### src/imu_rate_upsample_by_three_unit_defines.svh
// ----------------------------------------------------------------------------
// IMU rate upsampler - assertion macros
// Shared property shorthands; every user provides clk and rst_n in scope.
// ----------------------------------------------------------------------------
`ifndef IMU_RATE_UPSAMPLE_BY_THREE_UNIT_DEFINES_SVH
`define IMU_RATE_UPSAMPLE_BY_THREE_UNIT_DEFINES_SVH

// Consequent must hold in the same cycle as the antecedent
`define IRU_ASSERT_NOW(label, ante, cons, msg) \
    label: assert property (@(posedge clk) disable iff (!rst_n) (ante) |-> (cons)) \
        else $error(msg);

// Consequent must hold in the cycle after the antecedent
`define IRU_ASSERT_NEXT(label, ante, cons, msg) \
    label: assert property (@(posedge clk) disable iff (!rst_n) (ante) |=> (cons)) \
        else $error(msg);

`endif

### src/iru_pkg.sv
`timescale 1ns / 1ps
// ----------------------------------------------------------------------------
// IMU rate upsampler - shared package
// Fixed widths, queue sizing, beat sequence type and queue status bundle.
// ----------------------------------------------------------------------------
package iru_pkg;

    // Timestamp field and its signed difference
    localparam int STAMP_W      = 63;
    localparam int STAMP_DIFF_W = STAMP_W + 1;

    // Number of rate axes carried per sample
    localparam int AXES = 3;

    // Entries in the queue between front and back
    localparam int QUEUE_DEPTH = 2;

    // Register stages in the divide-by-three unit
    localparam int DIV_LAT = 4;

    // Position of the back end within one run of three results
    typedef enum logic [1:0] {
        BEAT_PREV,
        BEAT_ONE,
        BEAT_TWO
    } beat_t;

    // Queue status seen by both neighbours
    typedef struct packed {
        logic full;
        logic empty;
    } q_stat_t;

endpackage

### src/iru_back.sv
`timescale 1ns / 1ps
// ----------------------------------------------------------------------------
// IMU rate upsampler - back end
// Reads a prepared run from the queue and emits its three results through
// an output register, one per cycle while the sink takes them.
// ----------------------------------------------------------------------------
`include "imu_rate_upsample_by_three_unit_defines.svh"

module iru_back #(
    parameter int RW = 32,
    parameter int EW = 422
) (
    input  logic                        clk,
    input  logic                        rst_n,
    input  iru_pkg::q_stat_t            q_stat,
    input  logic [EW-1:0]               q_data,
    output logic                        pop,
    output logic                        out_valid,
    input  logic                        out_ready,
    output logic [iru_pkg::STAMP_W-1:0] out_stamp,
    output logic [RW-1:0]               out_rate [iru_pkg::AXES],
    output logic                        out_last
);

    localparam int SW   = iru_pkg::STAMP_W;
    localparam int DSW  = iru_pkg::STAMP_DIFF_W;
    localparam int NAX  = iru_pkg::AXES;
    localparam int BR_O = SW;
    localparam int SS_O = SW + NAX * RW;
    localparam int SR_O = SS_O + DSW;

    iru_pkg::beat_t beat_reg;
    iru_pkg::beat_t beat_next;

    logic            load;
    logic            sel_one;
    logic            sel_two;
    logic            last_c;

    logic [DSW-1:0]  step_stamp;
    logic [DSW-1:0]  inc_stamp;
    logic [DSW-1:0]  sum_stamp;
    logic [RW+1:0]   inc_rate [NAX];
    logic [RW+1:0]   sum_rate [NAX];
    logic [RW:0]     step_rate;
    logic [RW-1:0]   base_rate;

    logic            out_valid_reg;
    logic [SW-1:0]   out_stamp_reg;
    logic [RW-1:0]   out_rate_reg [NAX];
    logic            out_last_reg;

    // Load the output register when it is free or being taken and the queue is not empty
    assign load = (!out_valid_reg || out_ready) && !q_stat.empty;

    // Beat sequence: next state
    always_comb
    begin
        beat_next = beat_reg;
        if (load)
        begin
            case (beat_reg)
                iru_pkg::BEAT_PREV: beat_next = iru_pkg::BEAT_ONE;
                iru_pkg::BEAT_ONE:  beat_next = iru_pkg::BEAT_TWO;
                iru_pkg::BEAT_TWO:  beat_next = iru_pkg::BEAT_PREV;
                default:            beat_next = iru_pkg::BEAT_PREV;
            endcase
        end
    end

    // Beat sequence: outputs
    always_comb
    begin
        sel_one = 1'b0;
        sel_two = 1'b0;
        last_c  = 1'b0;
        case (beat_reg)
            iru_pkg::BEAT_PREV: ;
            iru_pkg::BEAT_ONE:  sel_one = 1'b1;
            iru_pkg::BEAT_TWO:
            begin
                sel_two = 1'b1;
                last_c  = 1'b1;
            end
            default: ;
        endcase
        pop = load && last_c;
    end

    // Base plus none, one or two steps
    always_comb
    begin
        step_stamp = q_data[SS_O +: DSW];
        inc_stamp  = sel_two ? {step_stamp[DSW-2:0], 1'b0}
                   : (sel_one ? step_stamp : '0);
        sum_stamp  = {1'b0, q_data[0 +: SW]} + inc_stamp;
        step_rate  = '0;
        base_rate  = '0;
        for (int a = 0; a < NAX; a++)
        begin
            step_rate   = q_data[SR_O + a*(RW+1) +: RW+1];
            base_rate   = q_data[BR_O + a*RW +: RW];
            inc_rate[a] = sel_two ? {step_rate, 1'b0}
                        : (sel_one ? {step_rate[RW], step_rate} : '0);
            sum_rate[a] = {base_rate[RW-1], base_rate[RW-1], base_rate} + inc_rate[a];
        end
    end

    // Control registers
    always_ff @(posedge clk or negedge rst_n)
    begin
        if (!rst_n)
        begin
            beat_reg      <= iru_pkg::BEAT_PREV;
            out_valid_reg <= 1'b0;
        end
        else
        begin
            beat_reg <= beat_next;
            if (load)
            begin
                out_valid_reg <= 1'b1;
            end
            else if (out_ready)
            begin
                out_valid_reg <= 1'b0;
            end
        end
    end

    // Result register
    always_ff @(posedge clk)
    begin
        if (load)
        begin
            out_stamp_reg <= sum_stamp[SW-1:0];
            out_last_reg  <= last_c;
            for (int a = 0; a < NAX; a++)
            begin
                out_rate_reg[a] <= sum_rate[a][RW-1:0];
            end
        end
    end

    assign out_valid = out_valid_reg;
    assign out_stamp = out_stamp_reg;
    assign out_rate  = out_rate_reg;
    assign out_last  = out_last_reg;

    `IRU_ASSERT_NOW(a_last_ends_run, out_valid_reg && out_last_reg,
        beat_reg == iru_pkg::BEAT_PREV, "run end not followed by a fresh run")
    `IRU_ASSERT_NOW(a_mid_run, out_valid_reg && !out_last_reg,
        beat_reg == iru_pkg::BEAT_ONE || beat_reg == iru_pkg::BEAT_TWO,
        "inner result shown with no run in progress")

endmodule

### config.mk
export PLATFORM = sky130hd
export DESIGN_NAME = iru_back
export DESIGN_NICKNAME = d
export VERILOG_FILES = /design/src/iru_pkg.sv /design/src/iru_back.sv
export VERILOG_INCLUDE_DIRS = /design/src /design/src/src
export SDC_FILE = /design/constraint.sdc
export NUM_CORES = 1
export LEC_CHECK = 0
export ABC_AREA = 1
export BUFFER_PORTS_ARGS = -buffer_cell sky130_fd_sc_hd__buf_4
export CAP_MARGIN = 20
export CORE_AREA = 5 5 227 229
export DETAILED_ROUTE_END_ITERATION = 16
export DIE_AREA = 0 0 232 234
export GPL_TIMING_DRIVEN = 0
export PLACE_DENSITY = 0.72
export REMOVE_ABC_BUFFERS = 1
export SLEW_MARGIN = 10
export SYNTH_ARGS = -nofsm -noshare
export SYNTH_HDL_FRONTEND = slang
export SYNTH_SLANG_ARGS = --single-unit
### constraint.sdc
create_clock -name clk -period 13 [get_ports clk]
set_clock_uncertainty 0.2 [all_clocks]
set_input_delay 1.95 -clock clk [delete_from_list [all_inputs] [get_ports clk]]
set_output_delay 1.95 -clock clk [all_outputs]
set_load 0.1 [all_outputs]
# ---- Word level (Yosys, flattened, before mapping)
# Cells that the tools add are included.
dict set report op_classes {
  addsub 4
  eq_ne 2
  n_mux 13
  reduce_logical 7
}
# cell n
set op_table {}
lappend op_table {{$mux W32} 6}
lappend op_table {{$mux W63} 2}
lappend op_table {{$add A32 B32 Y32} 3}
lappend op_table {{$add A63 B63 Y63} 1}
lappend op_table {{$mux W1} 4}
lappend op_table {{$pmux W2 S2} 1}
lappend op_table {{$eq A2 B1 Y1 const B} 1}
lappend op_table {{$eq A2 B2 Y1 const B} 1}
lappend op_table {{$logic_and A1 B1 Y1} 2}
lappend op_table {{$logic_not A1 Y1} 2}
lappend op_table {{$logic_not A2 Y1} 1}
lappend op_table {{$reduce_bool A2 Y1} 1}
lappend op_table {{$logic_or A1 B1 Y1} 1}
dict set report totals {
  regBits 163
  in_bits 427
  elab_cells 33
}

# ---- Logic depth before layout (Yosys ltp)
dict set report depth {
  ltp_word 5
  depth_mapped 19
}

# ---- Least setup slack after synthesis
# Ideal clock, no wire load.
dict set report synth_timing {
  path_kind {input port to output port}
  startpoint {input q_stat[0] in the netlist's numbering}
  endpoint {output pop}
  t_arrival_ns 11.973
  path_slack_ns -1.123
  stages 3
  cell_sequence {a21oi_1 inv_1 nor2_1}
}
dict set report synth_between {
  elab_chain_len 3
}
# element line_no
set synth_lines {}
lappend synth_lines {{from (decl)} iru_back.sv:15} ;# input iru_pkg::q_stat_t q_stat,
lappend synth_lines {{$logic_not A1 Y1} iru_back.sv:54} ;# assign load = (!out_valid_reg || out_ready) && !q_stat.empty;
lappend synth_lines {{$logic_and A1 B1 Y1} iru_back.sv:54}
lappend synth_lines {{$logic_and A1 B1 Y1} iru_back.sv:87} ;# pop = load && last_c;
lappend synth_lines {{to (decl)} iru_back.sv:17} ;# output logic pop,
# Every way passes these cells.

# ---- Worst setup path in the final report
dict set report layout_timing {
  startpoint {input out_ready}
  endpoint {output pop}
}
dict set report layout_between {
  elab_chain_len 3
}
# element line_no
set layout_lines {}
lappend layout_lines {{from (decl)} iru_back.sv:19} ;# input logic out_ready,
lappend layout_lines {{$logic_or A1 B1 Y1} iru_back.sv:54}
lappend layout_lines {{$logic_and A1 B1 Y1} iru_back.sv:54}
lappend layout_lines {{via load} iru_back.sv:35} ;# logic load;
lappend layout_lines {{$logic_and A1 B1 Y1} iru_back.sv:87}
# The timed path passes the listed nets, and every way through them passes these cells.

==> metrics.yaml <==
critical_path_class: "input port to output pin"
cellPowerDensity_nw_per_um2: 238
max_cap_viol_count: 0
synth_top_cells_by_area: "sky130_fd_sc_hd__edfxtp_1 (26%), sky130_fd_sc_hd__nand2_1 (18%), sky130_fd_sc_hd__inv_1 (12%)"
antenna_violating_nets_post_route: 0
postCtsResizedCells: 0
timing.critical_path.slowest_cell_delay_ns: 0.31
fillCellCount: 5235
fmaxAchievable_mhz: 190
critical_path.cell_chain: "buf_4 > inv_1 > a21oi_4 > buf_12 > inv_1 > nor2_1 > buf_4"
num_vias: 19818
netlist_area_um2: 18400
timing.max_slew.rel_slack_pct: 62.8
maximum_number_of_pins_on_one_net_before_global_route_repair: 79
post-route-cell-area_um2: 23600
layout.cells.non_filler: 4012
number_of_register_bits_inferred_by_synthesis: 163
placedCellCount: 3976
totalWireLength_um: 68500
final_cell_mix: "sky130_fd_sc_hd__nand2_1 (895), sky130_fd_sc_hd__inv_1 (578), sky130_fd_sc_hd__buf_4 (483), sky130_fd_sc_hd__nor2_1 (212), sky130_fd_sc_hd__a21oi_1 (170)"
cp_data_arrival_time_ns: 3.11
cts_max_path_buffers: 2
worst_setup_path_end_kind: "output pin"
die_h_um: 234
required_arrival_time_at_the_worst_endpoint_ns: 10.85
design.portCount: 589
design.die.area_um2: 54300
groute.usage.overall_pct: 24.4
synth-async-reset-ratio_pct: 1.84
postSynthAreaPerCell_um2: 6.47
synth-edff-count: 160
ff2ff_path_depth: 17
rsz0062_at_grt: "false"
numClockSinks: 163
run_status: "finished, final reports clean"
worst-path-stages: 7
final_layout_size_suffix_gt1_share_pct: 18.3
initial_drt_markers: 1444
crit_family: "buffers and inverters"
hp-class: "flip-flop to flip-flop"
placement_rows: 82
finalWeightedCongestion: 0.929
crit_buf_inv: 5
floorplan.die.width_um: 232
critPathLaunchType: "input port"
power_uw: 5620
post-route-min-period_ns: 5.26
dpl_cell_area_um2: 23000
largest_reg_flops: 96
hold_violations: 0
average_vias_per_placed_instance: 4.94
io_port_bufs: 483
finalNetCount: 3915
syn_to_final_growth_pct: 28.4
power_leakage_uw: 0.0128
globalRoute.totalOverflow: 0
synth_area_leader_cell: "sky130_fd_sc_hd__edfxtp_1"
finalMaxSlewViolations: 0
drt-pass1-iter-count: 6
worst-slew-pin-transition_ns: 0.554
first_global_vias: 18676
grt_pass1_wl_um: 102000
hpwl_um: 59100
placeableCoreArea_um2: 49500
layout.cells.most_common: "sky130_fd_sc_hd__nand2_1"
floorplan.initialDensity_pct: 37.2
vdd_drop_max_mv: 0.119
synth.yosys.seq_area_share_pct: 26.5
worst_path_max_delay_cell: "sky130_fd_sc_hd__a21oi_4"
synth.yosys.warnings: 0
cp_max_fo: 23
drcViolationCount: 0
timing.final.crit_share_pct: 40.4
synth_top_area_share_pct: 26.1
library_cells_used_by_synthesis: 35
final-setup-viol-count: 0
tritoncts: "yes"
route.detailed.wl_per_inst_um: 17.1
cts_made_buffers: 17
path_clk_slew_ns: 0.08
cts_hold_buffers: 0
clk-insertion-delay-late_ns: 0.50
cts_root_buf: "sky130_fd_sc_hd__clkbuf_16"
maximum_level_of_the_cts_h_tree: 4
postSynth.topFlopCell: "sky130_fd_sc_hd__edfxtp_1"
whs_path_depth: 2
syn_inst: 2843
post-cts-setup-buffers: 0
number_of_antenna_violations_at_the_first_check_in_global_routing: 4
==> through the flow <==
step           hold WS (ns)  setup WS (ns)  setup TNS [ns]  utilization (%)
4_1_cts               0.373           7.73               0             47.7
3_5_place_dp          0.355           7.73               0             46.6
2_1_floorplan         0.275          -1.12           -1.12                -
6_report              0.366           7.74               0             47.7
5_1_grt               0.397           7.65               0             47.7
3_3_place_gp          0.288          -4.77         -346.64             45.9
==> final timing paths <==
check / start / to / slack [ns]
worst max-delay path: out_ready / pop / 7.74
worst min-delay path: out_valid / out_valid / 0.37
worst max register to register: beat_reg[1] / out_stamp[44] / 9.44
worst min register to register: out_valid / out_valid / 0.37
max in group asynchronous: rst_n / beat_reg[0] / 11.48
min in group asynchronous: rst_n / out_valid / 1.02
==> routing by layer <==
metal  GRT usage (%)  part of all wire (%)  routed length, um
met1            32.1                    45              30500
met2            40.1                    46              31400
met3            3.92                   5.4               3720
met4            9.99                   4.1               2830
met5               0                     0                  0
==> cells by family (layout without fill, tap and decap cells) <==
| group | Yosys count | after routing | synth area share [%] |
|---|---|---|---|
| AO/OA/AOI/OAI | 442 | 442 | 13.7 |
| XOR/XNOR | 92 | 92 | 4.38 |
| adder cells (fa/ha/maj) | 165 | 165 | 11.4 |
| buffers and inverters | 618 | 1111 | 12.7 |
| flip-flops | 163 | 163 | 26.5 |
| other | 0 | 4 | 0 |
| AND/OR/NAND/NOR | 1363 | 1363 | 31.3 |
==> cell usage after synthesis, types with 21 or more instances <==
cell	count
sky130_fd_sc_hd__nand4_1	27
sky130_fd_sc_hd__a21oi_1	171
sky130_fd_sc_hd__clkbuf_1	21
sky130_fd_sc_hd__ha_1	161
sky130_fd_sc_hd__o21ai_0	77
sky130_fd_sc_hd__o22ai_1	151
sky130_fd_sc_hd__inv_1	578
sky130_fd_sc_hd__nor3_1	22
sky130_fd_sc_hd__nor2_1	212
sky130_fd_sc_hd__nand3_1	120
sky130_fd_sc_hd__edfxtp_1	160
sky130_fd_sc_hd__nand2_1	897
sky130_fd_sc_hd__xor2_1	78
==> power breakdown <==
part | internal [uW] | switching (uW)
registers | 872 | 54.0
clock network | 252 | 264
logic | 1120 | 3050
total | 2250 | 3370
==> worst reg2reg max path, cell delays in order (launching register included) <==
cell                      delay, ns
sky130_fd_sc_hd__dfrtp_1       0.43
sky130_fd_sc_hd__inv_1         0.24
sky130_fd_sc_hd__nand2_4       0.14
sky130_fd_sc_hd__buf_16        0.21
sky130_fd_sc_hd__nor2_1        0.29
sky130_fd_sc_hd__ha_1          0.23
sky130_fd_sc_hd__inv_1         0.07
sky130_fd_sc_hd__fa_1          0.42
sky130_fd_sc_hd__inv_1         0.13
sky130_fd_sc_hd__nand3_1       0.09
sky130_fd_sc_hd__nand2_2       0.14
sky130_fd_sc_hd__nand3_1       0.08
sky130_fd_sc_hd__nand3_1       0.14
sky130_fd_sc_hd__nand2_1       0.09
sky130_fd_sc_hd__nand2_2       0.14
sky130_fd_sc_hd__nand2_1       0.09
sky130_fd_sc_hd__nand3_1       0.07
sky130_fd_sc_hd__nand2_1       0.11
==> area by class of cell <==
| class | instances | area [um^2] | share of cell area, % |
|---|---|---|---|
| clock inverter | 15 | 136 | 0.578 |
| sequential | 163 | 4880 | 20.7 |
| tap | 672 | 841 | 3.56 |
| clock buffer | 17 | 425 | 1.80 |
| antenna | 4 | 10.0 | 0.0424 |
| multi-input combinational | 2062 | 11200 | 47.4 |
| inverter | 584 | 2190 | 9.29 |
| timing repair buffer | 495 | 3930 | 16.6 |
No activity file was read; power rests on OpenSTA's default activity.
