File: src/imu_rate_upsample_by_three_unit_defines.svh
// ----------------------------------------------------------------------------
// IMU rate upsampler - assertion macros
// Shared property shorthands; every user provides clk and rst_n in scope.
// ----------------------------------------------------------------------------
`ifndef IMU_RATE_UPSAMPLE_BY_THREE_UNIT_DEFINES_SVH
`define IMU_RATE_UPSAMPLE_BY_THREE_UNIT_DEFINES_SVH

// Consequent must hold in the same cycle as the antecedent
`define IRU_ASSERT_NOW(label, ante, cons, msg) \
    label: assert property (@(posedge clk) disable iff (!rst_n) (ante) |-> (cons)) \
        else $error(msg);

// Consequent must hold in the cycle after the antecedent
`define IRU_ASSERT_NEXT(label, ante, cons, msg) \
    label: assert property (@(posedge clk) disable iff (!rst_n) (ante) |=> (cons)) \
        else $error(msg);

`endif

File: src/iru_pkg.sv
`timescale 1ns / 1ps
// ----------------------------------------------------------------------------
// IMU rate upsampler - shared package
// Fixed widths, queue sizing, beat sequence type and queue status bundle.
// ----------------------------------------------------------------------------
package iru_pkg;

    // Timestamp field and its signed difference
    localparam int STAMP_W      = 63;
    localparam int STAMP_DIFF_W = STAMP_W + 1;

    // Number of rate axes carried per sample
    localparam int AXES = 3;

    // Entries in the queue between front and back
    localparam int QUEUE_DEPTH = 2;

    // Register stages in the divide-by-three unit
    localparam int DIV_LAT = 4;

    // Position of the back end within one run of three results
    typedef enum logic [1:0] {
        BEAT_PREV,
        BEAT_ONE,
        BEAT_TWO
    } beat_t;

    // Queue status seen by both neighbours
    typedef struct packed {
        logic full;
        logic empty;
    } q_stat_t;

endpackage

File: src/iru_queue.sv
`timescale 1ns / 1ps
// ----------------------------------------------------------------------------
// IMU rate upsampler - decoupling queue
// Short register queue holding prepared runs between front and back.
// ----------------------------------------------------------------------------
`include "imu_rate_upsample_by_three_unit_defines.svh"

module iru_queue #(
    parameter int W = 422
) (
    input  logic            clk,
    input  logic            rst_n,
    input  logic            push,
    input  logic [W-1:0]    push_data,
    input  logic            pop,
    output logic [W-1:0]    pop_data,
    output iru_pkg::q_stat_t stat
);

    localparam int DEPTH = iru_pkg::QUEUE_DEPTH;
    localparam int PW    = (DEPTH > 1) ? $clog2(DEPTH) : 1;
    localparam int CNTW  = $clog2(DEPTH + 1);

    logic [W-1:0]    mem_reg [DEPTH];
    logic [PW-1:0]   wr_ptr_reg;
    logic [PW-1:0]   wr_ptr_next;
    logic [PW-1:0]   rd_ptr_reg;
    logic [PW-1:0]   rd_ptr_next;
    logic [CNTW-1:0] count_reg;
    logic [CNTW-1:0] count_next;

    // Status flags
    assign stat.full  = (count_reg == CNTW'(DEPTH));
    assign stat.empty = (count_reg == '0);
    assign pop_data   = mem_reg[rd_ptr_reg];

    // Pointer and fill count update
    always_comb
    begin
        wr_ptr_next = wr_ptr_reg;
        rd_ptr_next = rd_ptr_reg;
        count_next  = count_reg;
        if (push)
        begin
            wr_ptr_next = (wr_ptr_reg == PW'(DEPTH - 1)) ? '0 : wr_ptr_reg + 1'b1;
        end
        if (pop)
        begin
            rd_ptr_next = (rd_ptr_reg == PW'(DEPTH - 1)) ? '0 : rd_ptr_reg + 1'b1;
        end
        if (push && !pop)
        begin
            count_next = count_reg + 1'b1;
        end
        else if (pop && !push)
        begin
            count_next = count_reg - 1'b1;
        end
    end

    always_ff @(posedge clk or negedge rst_n)
    begin
        if (!rst_n)
        begin
            wr_ptr_reg <= '0;
            rd_ptr_reg <= '0;
            count_reg  <= '0;
        end
        else
        begin
            wr_ptr_reg <= wr_ptr_next;
            rd_ptr_reg <= rd_ptr_next;
            count_reg  <= count_next;
        end
    end

    // Store the pushed entry
    always_ff @(posedge clk)
    begin
        if (push)
        begin
            mem_reg[wr_ptr_reg] <= push_data;
        end
    end

    `IRU_ASSERT_NOW(a_no_pop_empty, pop, !stat.empty, "queue popped while empty")
    `IRU_ASSERT_NOW(a_no_push_full, push, !stat.full, "queue pushed while full")

endmodule

File: config.mk
export PLATFORM = sky130hd
export DESIGN_NAME = iru_queue
export DESIGN_NICKNAME = d
export VERILOG_FILES = /design/src/iru_pkg.sv /design/src/iru_queue.sv
export VERILOG_INCLUDE_DIRS = /design/src /design/src/src
export SDC_FILE = /design/constraint.sdc
export NUM_CORES = 1
export LEC_CHECK = 0
export ABC_AREA = 1
export BUFFER_PORTS_ARGS = -buffer_cell sky130_fd_sc_hd__buf_2
export CAP_MARGIN = 20
export CORE_AREA = 2 2 335 337
export DETAILED_ROUTE_END_ITERATION = 16
export DIE_AREA = 0 0 337 339
export SKIP_LAST_GASP = 1
export SYNTH_ARGS = -nofsm -noshare
export SYNTH_HDL_FRONTEND = slang
export SYNTH_SLANG_ARGS = --single-unit
File: constraint.sdc
create_clock -name clk -period 21.4 [get_ports clk]
set_clock_uncertainty 0.15 [all_clocks]
set_input_delay 4.28 -clock clk [delete_from_list [all_inputs] [get_ports clk]]
set_output_delay 4.28 -clock clk [all_outputs]
set_load 0.02 [all_outputs]
Word-level counts from Yosys, hierarchy flattened
Memories as Yosys holds them, arrays and structs flattened.
Cells that the tools add are included.
{ "classes": {"n_addsub": 4, "n_mul": 0, "n_div": 0, "n_lt_le_gt_ge": 0, "eq_ne": 1, "shift": 0, "muxes": 6, "n_bitwise": 0, "n_reduce_logical": 6} }
{ "ops": {"columns": ["cell", "count"], "rows": [
  ["two-way mux 1 bit", 4],
  ["two-way mux 2 bit", 2],
  ["adder 1 bit (second input constant)", 2],
  ["adder 2 x 1 -> 2 bit (second input constant)", 1],
  ["equality test 2 bit (second input constant)", 1],
  ["logical AND 1 bit", 2],
  ["logical NOT 1 bit", 2],
  ["logical NOT 2 bit", 1],
  ["nonzero test 2 bit", 1],
  ["subtractor 2 x 1 -> 2 bit (second input constant)", 1]
]} }
{ "totals": {"regBits": 4, "latch_bits": 0, "ramBits": 844, "rom_bits": 0, "input_bits": 426, "output_inout_bits": 424, "elab_cells": 21, "n_memories": 1} }
{ "mem_list": {"columns": ["memory", "words", "width", "read_ports", "rd_ports_with_merged_regs", "wr", "line_no", "rtl"], "rows": [
  ["mem_reg", 2, 422, 1, 0, 1, "iru_queue.sv:24", "logic [W-1:0] mem_reg [DEPTH];"]
]} }

Longest topological paths before layout
Gate-level depths: netlist (run 1).
{ "depth": {"word_depth": 4, "depth_mapped": 7, "ltp_nobuf": 7} }

Worst setup path before layout (run 1)
Ideal clock, no wire load.
{ "synth_path": {"path_type": "in2reg", "from": "in push", "to": "mem mem_reg[0][0], enable pin", "setup_time_ps": 1228, "t_arrival_ps": 21938, "t_required_ps": 20022, "setup_slack_ps": -1917, "path_stages": 2, "n_path_buf": 0, "path_cell_list": "inv_1 nor2_1"} }
{ "synth_between": {"elab_chain_cells": 2} }
{ "synth_lines": {"columns": ["element", "line_no", "rtl"], "rows": [
  ["start: declaration", "iru_queue.sv:13", "input logic push,"],
  ["two-way mux 1 bit", "iru_queue.sv:80", "if (push)"],
  ["two-way mux 1 bit (not written as such)", "iru_queue.sv:82", "mem_reg[wr_ptr_reg] <= push_data;"],
  ["end: declaration", "iru_queue.sv:24", null]
]} }
No other way between the ends.

Final worst setup path (run 1)
{ "layout_path": {"from": "reg rd_ptr_reg", "to": "out pop_data[364]"} }
{ "layout_between": {"elab_chain_cells": 1} }
{ "layout_lines": {"columns": ["element", "line_no", "rtl"], "rows": [
  ["start: declaration", "iru_queue.sv:27", "logic [PW-1:0] rd_ptr_reg;"],
  ["start signal: assignment", "iru_queue.sv:72", "rd_ptr_reg <= rd_ptr_next;"],
  ["memory read (2 x 422 bit)", null, null],
  ["end: declaration", "iru_queue.sv:16", "output logic [W-1:0] pop_data,"]
]} }
No other way between the ends.

==> qor.csv, run 1 <==
stage;metric;value;unit
sta;maxSlewViolCount;0;
clock_tree;clock_tree_from_tritoncts;yes;
logic_synthesis;ys_warn_count;0;
clock_tree;hold_bufs_inserted_after_cts;0;
placement;last_weighted_congestion_value_of_the_routability_driven_placer;0.791;
power_and_ir_drop;p_leak;14.5;nW
power_and_ir_drop;pwr_density_cell;138;nW/um2
setup_path;worst_setup_path_start_kind;flip-flop;
setup_path;crit_type;reg2out;
power_and_ir_drop;seqPwrFrac;42.1;%
min_path;min-delay-path-class;reg2reg;
setup_path;crit_end_element;primary output;
finish;drive_gt1_share;60.8;%
global_route;grt_antenna_before_repair;21;
setup_path;timing.rr.start;wr_ptr_reg$_DFFE_PN0P_;
routing;drt_first_pass_iters;4;
power_and_ir_drop;swShare;32.6;%
logic_synthesis;synth-seq-cells;848;
global_route;grt_util_all_layers;11.8;%
sta;fin_crit_sh;39.4;%
clock_tree;clock-root-buffer;clkbuf_16;
logic_synthesis;async_reset_ff_share;0.472;%
floorplanning;die_w;337;um
outcome;outcome;finished clean;
sta;timing.max_slew.rel_slack;31.3;%
sta;max_clock_freq;118;MHz
setup_path;worstRegToRegCells;5;
routing;drc;0;
power_and_ir_drop;vdd.ir_drop.worst;174;uV
clock_tree;cts_post_setup_buffers_inserted;0;
logic_synthesis;mappedNetlistArea;30800;um2
power_and_ir_drop;power.internal;0.00366;W
floorplanning;start_util;27.9;%
routing;viasPerCell;4.12;
logic_synthesis;post-synth-top-count-cell;edfxtp_1;
finish;design_area;39300;um2
routing;drt-initial-drc-count;780;
clock_tree;cts_max_path_buffers;3;
logic_synthesis;yosys.cell_types.count;13;
finish;area_delta_synth_final;27.7;%
floorplanning;ioPinCount;850;
setup_path;reg2reg_slack;16.99;ns
sta;finalSetupViolations;0;
routing;finalWirelength;70.7;mm
global_route;first_global_vias;16200;
setup_path;critical_path.cell_chain;buf_12 -> buf_4 -> mux2_2 -> buf_2;
setup_path;critical_path_arrival;4.01;ns
power_and_ir_drop;power.clock.fraction;26.7;%
logic_synthesis;synth_top_area_share;82.3;%
routing;detail_route.wl_per_cell;18.6;um
job;max_cap_viol_count;0;
logic_synthesis;synth-edff-count;844;
setup_path;critPathRequiredTime;16.97;ns
floorplanning;core-area;110000;um2
routing;dr_total_vias;15700;
logic_synthesis;post_synth_inst_count;1338;
finish;flip_flop_count_of_the_largest_register_all_copies_and_words_added;844;
floorplanning;fp.dieArea;114000;um2
clock_tree;clock_buffers_created_by_tritoncts;88;
sta;finalWorstPathRequiredPeriod;8.44;ns
logic_synthesis;synth_top_flop_cell;edfxtp_1;
placement;hpwlAfterDp;49.1;mm
setup_path;critPathMaxStageDelay;0.99;ns
global_route;grt_pass1_wl;100;mm
logic_synthesis;synth.net_count;1765;
routing;route.antenna.remaining_nets;0;
logic_synthesis;synth_largest_area_cell;edfxtp_1;
setup_path;regToRegEndpoint;mem_reg[0][380]$_DFFE_PP_;
sta;fin_tns_setup;0;ns
min_path;whs_path_depth;2;
sta;report.final.hold_viol_count;0;
min_path;worst_hold_path.endpoint;count_reg[1]$_DFFE_PN0P_;
global_route;maximum_number_of_pins_on_one_net_before_global_route_repair;153;
clock_tree;clkTransAtPathRegs;0.06;ns
power_and_ir_drop;report.power.total;0.00544;W
finish;utilization;35.7;%
floorplanning;fp.dieH;339;um
global_route;grt_overflow;0;
power_and_ir_drop;netSwitchingPower;0.00177;W
sta;grt_setup_unrepaired;false;
clock_tree;insertion_delay;0.64;ns
power_and_ir_drop;power.combinational.fraction;31.2;%
setup_path;worst_path_max_fanout;136;
logic_synthesis;synth_seq_area_share;82.6;%
setup_path;cpMaxStageDelayCell;dfrtp_4;
sta;worst-slew-pin-transition;1.03;ns
logic_synthesis;synthTopCellsByArea;edfxtp_1 (82%), mux2_2 (15%), buf_6 (1.5%), dfrtp_1 (0.32%), inv_1 (0.085%);
finish;nets;2672;
floorplanning;fp-row-count;122;
clock_tree;cts.sinks;848;
placement;io_buffers;849;
clock_tree;cts_max_level;3;
clock_tree;cts-resized-gates;0;
placement;detailed_place.area;36600;um2
logic_synthesis;syn_avg_cell_area;23.0;um2
min_path;worst_hold_startpoint;count_reg[1]$_DFFE_PN0P_;
logic_synthesis;synthTopCellsByCount;edfxtp_1 (844), mux2_2 (422), buf_6 (42);
## cell type report
class	count	area, um2
sequential	848	25400
multi-input combinational	436	4840
antenna	7	17.5
clock buffer	114	2350
clock inverter	40	405
inverter	7	33.8
tap	1488	1860
fill	10500	71000
timing repair buffer	864	4390
## worst max-delay path: cells and delay by family, from the launching register on
kind	cells	cell delay, ns
muxes	1	0.43
buffers and inverters	3	1.62
DFF	1	0.99
## worst max-delay path by stage
stage                                      start                         to  slack [ns]  cells past startpoint
final                     rd_ptr_reg$_DFFE_PN0P_              pop_data[364]       12.96                      4
after global routing      rd_ptr_reg$_DFFE_PN0P_              pop_data[325]       12.76                      4
after CTS                 rd_ptr_reg$_DFFE_PN0P_              pop_data[364]       12.90                      4
after detailed placement                    push  mem_reg[0][342]$_DFFE_PP_       12.92                      7
after global placement                      push  mem_reg[0][342]$_DFFE_PP_       12.89                      7
after floorplan                             push    mem_reg[0][0]$_DFFE_PP_        5.48                      2
## logic make-up (layout without fill, tap and decap cells)
family / Yosys count / after routing / synth area share, %
mux: 422 / 422 / 15.4
xor+xnor: 3 / 3 / 0.0853
fa+ha+maj: 1 / 1 / 0.0406
other cells: 0 / 7 / 0
flops: 848 / 848 / 82.6
buf+inv: 54 / 1025 / 1.70
simple gates: 10 / 10 / 0.134
## power groups by stage
stage	clock (W)	sequential, W	combinational, W
3_3_place_gp	0	0.00232	0.00173
4_1_cts	0.00150	0.00229	0.00173
3_5_place_dp	0	0.00233	0.00172
6_report	0.00145	0.00229	0.00170
2_1_floorplan	0	0.00242	0.00122
5_1_grt	0.00156	0.00232	0.00180
## layer usage
layer	track usage (%)	wire length [um]	share of wire [%]	vias up
met5	0	138	0.20	-
met4	4.32	1880	2.7	20
met3	4.43	6460	9.1	133
met2	20.6	35900	51	595
met1	12.9	26300	37	7747
li1	-	-	-	7183
## per-stage QoR
step                      worst slack [ns]  std cells  hold WS (ns)
final                                12.96       3804         0.367
after global routing                 12.76       3802         0.402
after CTS                            12.90       3797         0.368
after detailed placement             12.92       3643         0.345
after global placement               12.89       3643         0.337
after floorplan                       5.48       1338         0.313
## placed cells by master, fill, tap and decap left out, types with 3 or more instances in the layout
master     Yosys  final
edfxtp_1     844    844
clkinv_2       0     12
diode_2        0      7
clkinv_1       0     15
inv_1          7      6
nand2_1        5      5
clkinv_16      0      4
buf_2          5    849
clkbuf_16      0     90
clkbuf_1       0     23
buf_4          0     13
bufinv_16      0      4
mux2_2       422    422
dfrtp_1        4      3
(Power assumes the default switching activity.)
==> inputs of run 2 (changes only) <==
==> constraint.sdc (replaced) <==
create_clock -name clk -period 8.75 [get_ports clk]
set_clock_uncertainty 0.15 [all_clocks]
set_input_delay 1.75 -clock clk [delete_from_list [all_inputs] [get_ports clk]]
set_output_delay 1.75 -clock clk [all_outputs]
set_load 0.02 [all_outputs]
==> run 2 against run 1 <==
Core utilization is 0.27 points higher. Hold slack worse by 0.0060 ns. Sequential cell count unchanged. Global-route usage grew 0.33 points. Wire length is 2.4% higher.
==> qor.csv, run 2 (same netlist as run 1, synthesis figures left out) <==
stage;metric;value;unit
job;max_cap_viol_count;0;
setup_path;critical_path_arrival;3.21;ns
finish;layout_common_cells;buf_2 (849), edfxtp_1 (844), mux2_2 (422);
floorplanning;core-area;110000;um2
finish;fillerInstances;10500;
sta;maxSlewViolCount;0;
floorplanning;start_util;27.9;%
min_path;min-delay-path-class;reg2reg;
clock_tree;cts-resized-gates;0;
setup_path;crit_end_element;primary output;
finish;design_area;39600;um2
routing;drt-initial-drc-count;686;
global_route;maximum_number_of_pins_on_one_net_before_global_route_repair;152;
power_and_ir_drop;report.power.total;0.0136;W
clock_tree;cts_max_level;3;
routing;drc;0;
sta;finalSetupViolations;0;
setup_path;worst_path_max_fanout;151;
clock_tree;clkTransAtPathRegs;0.06;ns
floorplanning;fp.dieH;339;um
global_route;first_global_vias;16200;
finish;area_occupied_by_multi_input_gates;4840;um2
placement;last_weighted_congestion_value_of_the_routability_driven_placer;0.790;
sta;fin_tns_setup;0;ns
floorplanning;ioPinCount;850;
clock_tree;cts_max_path_buffers;3;
routing;detail_route.wl_per_cell;19.0;um
outcome;outcome;finished clean;
sta;worst-slew-pin-transition;1.30;ns
placement;io_buffers;849;
global_route;groute.layer.met1.usage;12.6;%
global_route;grt_pass1_wl;103;mm
clock_tree;clock_buffers_created_by_tritoncts;90;
sta;fin_crit_sh;58.3;%
sta;grt_setup_unrepaired;false;
sta;timing.max_slew.rel_slack;13.6;%
floorplanning;fp-row-count;122;
finish;mostFrequentLayoutCell;buf_2;
clock_tree;insertion_delay;0.65;ns
finish;area_delta_synth_final;28.7;%
finish;drive_gt1_share;60.9;%
clock_tree;hold_bufs_inserted_after_cts;0;
floorplanning;fp.dieArea;114000;um2
sta;layout_setup_ws;3.64;ns
power_and_ir_drop;vdd.ir_drop.worst;219;uV
global_route;grt_util_all_layers;12.1;%
setup_path;worst_setup_path_start_kind;flip-flop;
placement;hpwlAfterDp;50.3;mm
global_route;top_usage_layer;met2;
clock_tree;clock_tree_from_tritoncts;yes;
global_route;grt_antenna_before_repair;32;
global_route;grt.met2_usage;21.7;%
routing;finalWirelength;72.4;mm
sta;finalHoldWorstSlack;0.361;ns
floorplanning;die_w;337;um
clock_tree;cts_post_setup_buffers_inserted;0;
finish;flip_flop_count_of_the_largest_register_all_copies_and_words_added;844;
clock_tree;cts.sinks;848;
sta;report.final.hold_viol_count;0;
power_and_ir_drop;pwr_density_cell;343;nW/um2
placement;placement.setup.worst_slack;4.39;ns
routing;drt_first_pass_iters;4;
clock_tree;clock-root-buffer;clkbuf_16;
finish;nets;2677;
setup_path;critPathRequiredTime;6.85;ns
sta;max_clock_freq;196;MHz
routing;dr_total_vias;15800;
placement;detailed_place.area;36700;um2
finish;final-seq-area;25400;um2
setup_path;crit_type;reg2out;
sta;finalWorstPathRequiredPeriod;5.11;ns
global_route;grt_overflow;0;
routing;route.antenna.remaining_nets;0;
power_and_ir_drop;p_leak;14.6;nW
global_route;grtUsageMet3;4.57;%
routing;viasPerCell;4.14;
## run 2: changes by cell type in the layout (fill, tap and decap cells not counted), moves of 3 or more
| cell | change |
|---|---|
| bufinv_16 | +8 |
| clkinv_2 | -4 |
| diode_2 | +7 |
| clkinv_16 | -4 |
| buf_12 | +5 |
| clkinv_1 | +3 |
## run 2: worst max-delay path: stages, from the launching register on
cell,delay [ns]
dfrtp_4,0.92
buf_12,0.45
mux2_2,0.45
buf_2,0.17
## run 2: worst paths after layout
kind	from	end	slack (ns)	cells past startpoint
setup / recovery	rd_ptr_reg$_DFFE_PN0P_	pop_data[317]	3.64	3
hold / removal	count_reg[1]$_DFFE_PN0P_	count_reg[1]$_DFFE_PN0P_	0.36	2
setup reg to reg	wr_ptr_reg$_DFFE_PN0P_	mem_reg[1][155]$_DFFE_PP_	5.84	4
hold reg to reg	count_reg[1]$_DFFE_PN0P_	count_reg[1]$_DFFE_PN0P_	0.36	2
max in group asynchronous	rst_n	rd_ptr_reg$_DFFE_PN0P_	7.53	1
min in group asynchronous	rst_n	wr_ptr_reg$_DFFE_PN0P_	0.76	1
## run 2: routing by layer
| layer | vias up | share of wire [%] |
|---|---|---|
| li1 | 7224 | - |
| met1 | 7803 | 36 |
| met2 | 615 | 52 |
| met3 | 154 | 9.1 |
| met4 | 22 | 2.8 |
| met5 | - | 0.18 |
## run 2: power by group
part	leakage (nW)	internal [W]	total (W)	switching [W]
registers	7.97	0.00539	0.00559	0.000196
logic	5.18	0.00158	0.00419	0.00261
clock network	1.43	0.00228	0.00380	0.00152
## run 2: metrics by stage
step,cells,utilization [%]
2_1_floorplan,1338,-
3_5_place_dp,3646,33.2
5_1_grt,3816,35.9
4_1_cts,3807,35.9
3_3_place_gp,3646,33.2
6_report,3821,35.9
## run 2: cell type report
type | count | area share [%]
multi-input combinational | 436 | 12.2
tap | 1488 | 4.70
inverter | 7 | 0.0757
antenna | 14 | 0.0884
timing repair buffer | 867 | 11.3
sequential | 848 | 64.2
clock inverter | 46 | 1.44
clock buffer | 115 | 6.02
==> inputs of run 3 (changes only) <==
==> constraint.sdc (replaced) <==
create_clock -name clk -period 5.1 [get_ports clk]
set_clock_uncertainty 0.15 [all_clocks]
set_input_delay 1.02 -clock clk [delete_from_list [all_inputs] [get_ports clk]]
set_output_delay 1.02 -clock clk [all_outputs]
set_load 0.02 [all_outputs]
==> run 3 against run 2 <==
Critical endpoint is now pop_data[296]. Critical path type unchanged. Register-to-register slack lost 3.0 ns. Combinational power increased by 77%. Clock-buffer cell count down 9. Sequential power up 71%. Wire length increased by 3.1%. Final cell count increased by 0.76%. Power grew 72%. Global-route usage up 0.38 points. Critical path depth did not move. Sequential cell count unchanged. Non-clock buffer count grew 22.
==> qor.csv, run 3 (same netlist as run 1, synthesis figures left out) <==
stage;metric;value;unit
outcome;outcome;finished clean;
placement;detailed_place.area;36900;um2
routing;route.antenna.remaining_nets;0;
clock_tree;cts_post_setup_buffers_inserted;0;
setup_path;worst_setup_path_start_kind;flip-flop;
placement;io_buffers;849;
clock_tree;clock_tree_from_tritoncts;yes;
routing;dr_total_vias;16000;
setup_path;crit_path_start;rd_ptr_reg$_DFFE_PN0P_;
sta;report.final.hold_viol_count;0;
global_route;grt_overflow;0;
sta;maxSlewViolCount;0;
global_route;first_global_vias;16600;
clock_tree;hold_bufs_inserted_after_cts;1;
floorplanning;fp.dieArea;114000;um2
setup_path;timing.rr.start;wr_ptr_reg$_DFFE_PN0P_;
setup_path;critPathRequiredTime;3.93;ns
sta;max_clock_freq;258;MHz
routing;drc;0;
floorplanning;fp.dieH;339;um
finish;flip_flop_count_of_the_largest_register_all_copies_and_words_added;844;
floorplanning;core-area;110000;um2
clock_tree;cts_max_path_buffers;3;
finish;design_area;39900;um2
global_route;grt_pass1_wl;106;mm
clock_tree;clkTransAtPathRegs;0.06;ns
global_route;maximum_number_of_pins_on_one_net_before_global_route_repair;141;
routing;viasPerCell;4.16;
setup_path;critical_path_arrival;2.71;ns
setup_path;reg2reg_slack;2.83;ns
job;max_cap_viol_count;0;
global_route;grt_util_all_layers;12.5;%
sta;timing.max_slew.rel_slack;31.7;%
setup_path;critPathMaxStageDelay;0.99;ns
power_and_ir_drop;pwr_density_cell;585;nW/um2
setup_path;critical_path.cell_chain;buf_4 -> mux2_2 -> buf_2;
sta;finalSetupViolations;0;
finish;final-seq-area;25400;um2
finish;fillerInstances;10400;
power_and_ir_drop;vdd.ir_drop.worst;357;uV
clock_tree;cts.sinks;848;
finish;area_occupied_by_multi_input_gates;4860;um2
clock_tree;cts-resized-gates;0;
placement;last_weighted_congestion_value_of_the_routability_driven_placer;0.838;
sta;finalWorstPathRequiredPeriod;3.88;ns
floorplanning;die_w;337;um
routing;drt-initial-drc-count;783;
setup_path;worst_path_max_fanout;44;
finish;nets;2699;
setup_path;crit_end_element;primary output;
clock_tree;clock-root-buffer;clkbuf_16;
finish;layout_common_cells;buf_2 (849), edfxtp_1 (844), mux2_2 (422);
floorplanning;start_util;27.9;%
finish;drive_gt1_share;61.4;%
setup_path;regToRegEndpoint;mem_reg[1][387]$_DFFE_PP_;
setup_path;cpMaxStageDelayCell;dfrtp_4;
finish;area_delta_synth_final;29.5;%
clock_tree;insertion_delay;0.64;ns
clock_tree;cts_max_level;3;
placement;placed_cells_incl_taps;3667;
sta;worst-slew-pin-transition;1.02;ns
setup_path;critPathCapture;pop_data[296];
floorplanning;ioPinCount;850;
sta;fin_crit_sh;76.0;%
setup_path;worstRegToRegCells;4;
global_route;grt_antenna_before_repair;35;
routing;drt_first_pass_iters;7;
finish;post_layout_nonfiller_instances;3850;
power_and_ir_drop;p_leak;14.7;nW
sta;grt_setup_unrepaired;false;
finish;mostFrequentLayoutCell;buf_2;
routing;detail_route.wl_per_cell;19.4;um
floorplanning;fp-row-count;122;
placement;hpwlAfterDp;52.7;mm
setup_path;crit_type;reg2out;
routing;finalWirelength;74.7;mm
clock_tree;clock_buffers_created_by_tritoncts;90;
min_path;min-delay-path-class;reg2reg;
==> run 3: final cells by class <==
| cell class | instances | share of cell area (%) |
|---|---|---|
| flip-flops and latches | 848 | 63.8 |
| multi-input cells | 436 | 12.2 |
| repair buffers | 889 | 11.8 |
| clock buffers | 106 | 5.96 |
| well taps | 1488 | 4.67 |
| clock inverters | 59 | 1.34 |
| inverters | 7 | 0.107 |
| diodes | 17 | 0.107 |
==> run 3: worst min-delay path by stage <==
| stage | to | startpoint | depth (start not counted) |
|---|---|---|---|
| CTS | mem_reg[1][15]$_DFFE_PP_ | push_data[15] | 1 |
| finish | count_reg[1]$_DFFE_PN0P_ | count_reg[1]$_DFFE_PN0P_ | 2 |
| global placement | count_reg[1]$_DFFE_PN0P_ | count_reg[1]$_DFFE_PN0P_ | 2 |
| floorplan | count_reg[1]$_DFFE_PN0P_ | count_reg[1]$_DFFE_PN0P_ | 2 |
| detailed placement | count_reg[1]$_DFFE_PN0P_ | count_reg[1]$_DFFE_PN0P_ | 2 |
| global route | mem_reg[0][282]$_DFFE_PP_ | push_data[282] | 1 |
==> run 3: critical path, delay by kind of cell (launching register included) <==
kind | cells | cell delay [ns]
flip-flops | 1 | 0.99
multiplexers | 1 | 0.39
buffers and inverters | 2 | 0.63
==> run 3: metal layers <==
layer  GRT usage (%)  wire length (um)
met3            5.17              7060
met1            13.6             27500
met4            4.85              2450
met2            21.5             37500
met5               0               167
==> run 3: report_power, final <==
group / total [W] / internal, W / switching, W
Clock: 0.00634 / 0.00365 / 0.00268
Combinational: 0.00740 / 0.00282 / 0.00458
Sequential: 0.00958 / 0.00924 / 0.000345
Total: 0.0233 / 0.0157 / 0.00761
==> run 3: per-stage QoR <==
step / utilization (%) / total power [W] / setup slack, ns / hold WS, ns / setup TNS, ns
3_3_place_gp: 33.4 / 0.0172 / 1.84 / 0.332 / 0
2_1_floorplan: - / 0.0151 / -2.85 / 0.313 / -2356.76
5_1_grt: 36.1 / 0.0244 / 1.01 / 0.337 / 0
6_report: 36.1 / 0.0233 / 1.22 / 0.358 / 0
4_1_cts: 36.1 / 0.0237 / 1.06 / 0.320 / 0
3_5_place_dp: 33.4 / 0.0173 / 1.80 / 0.340 / 0
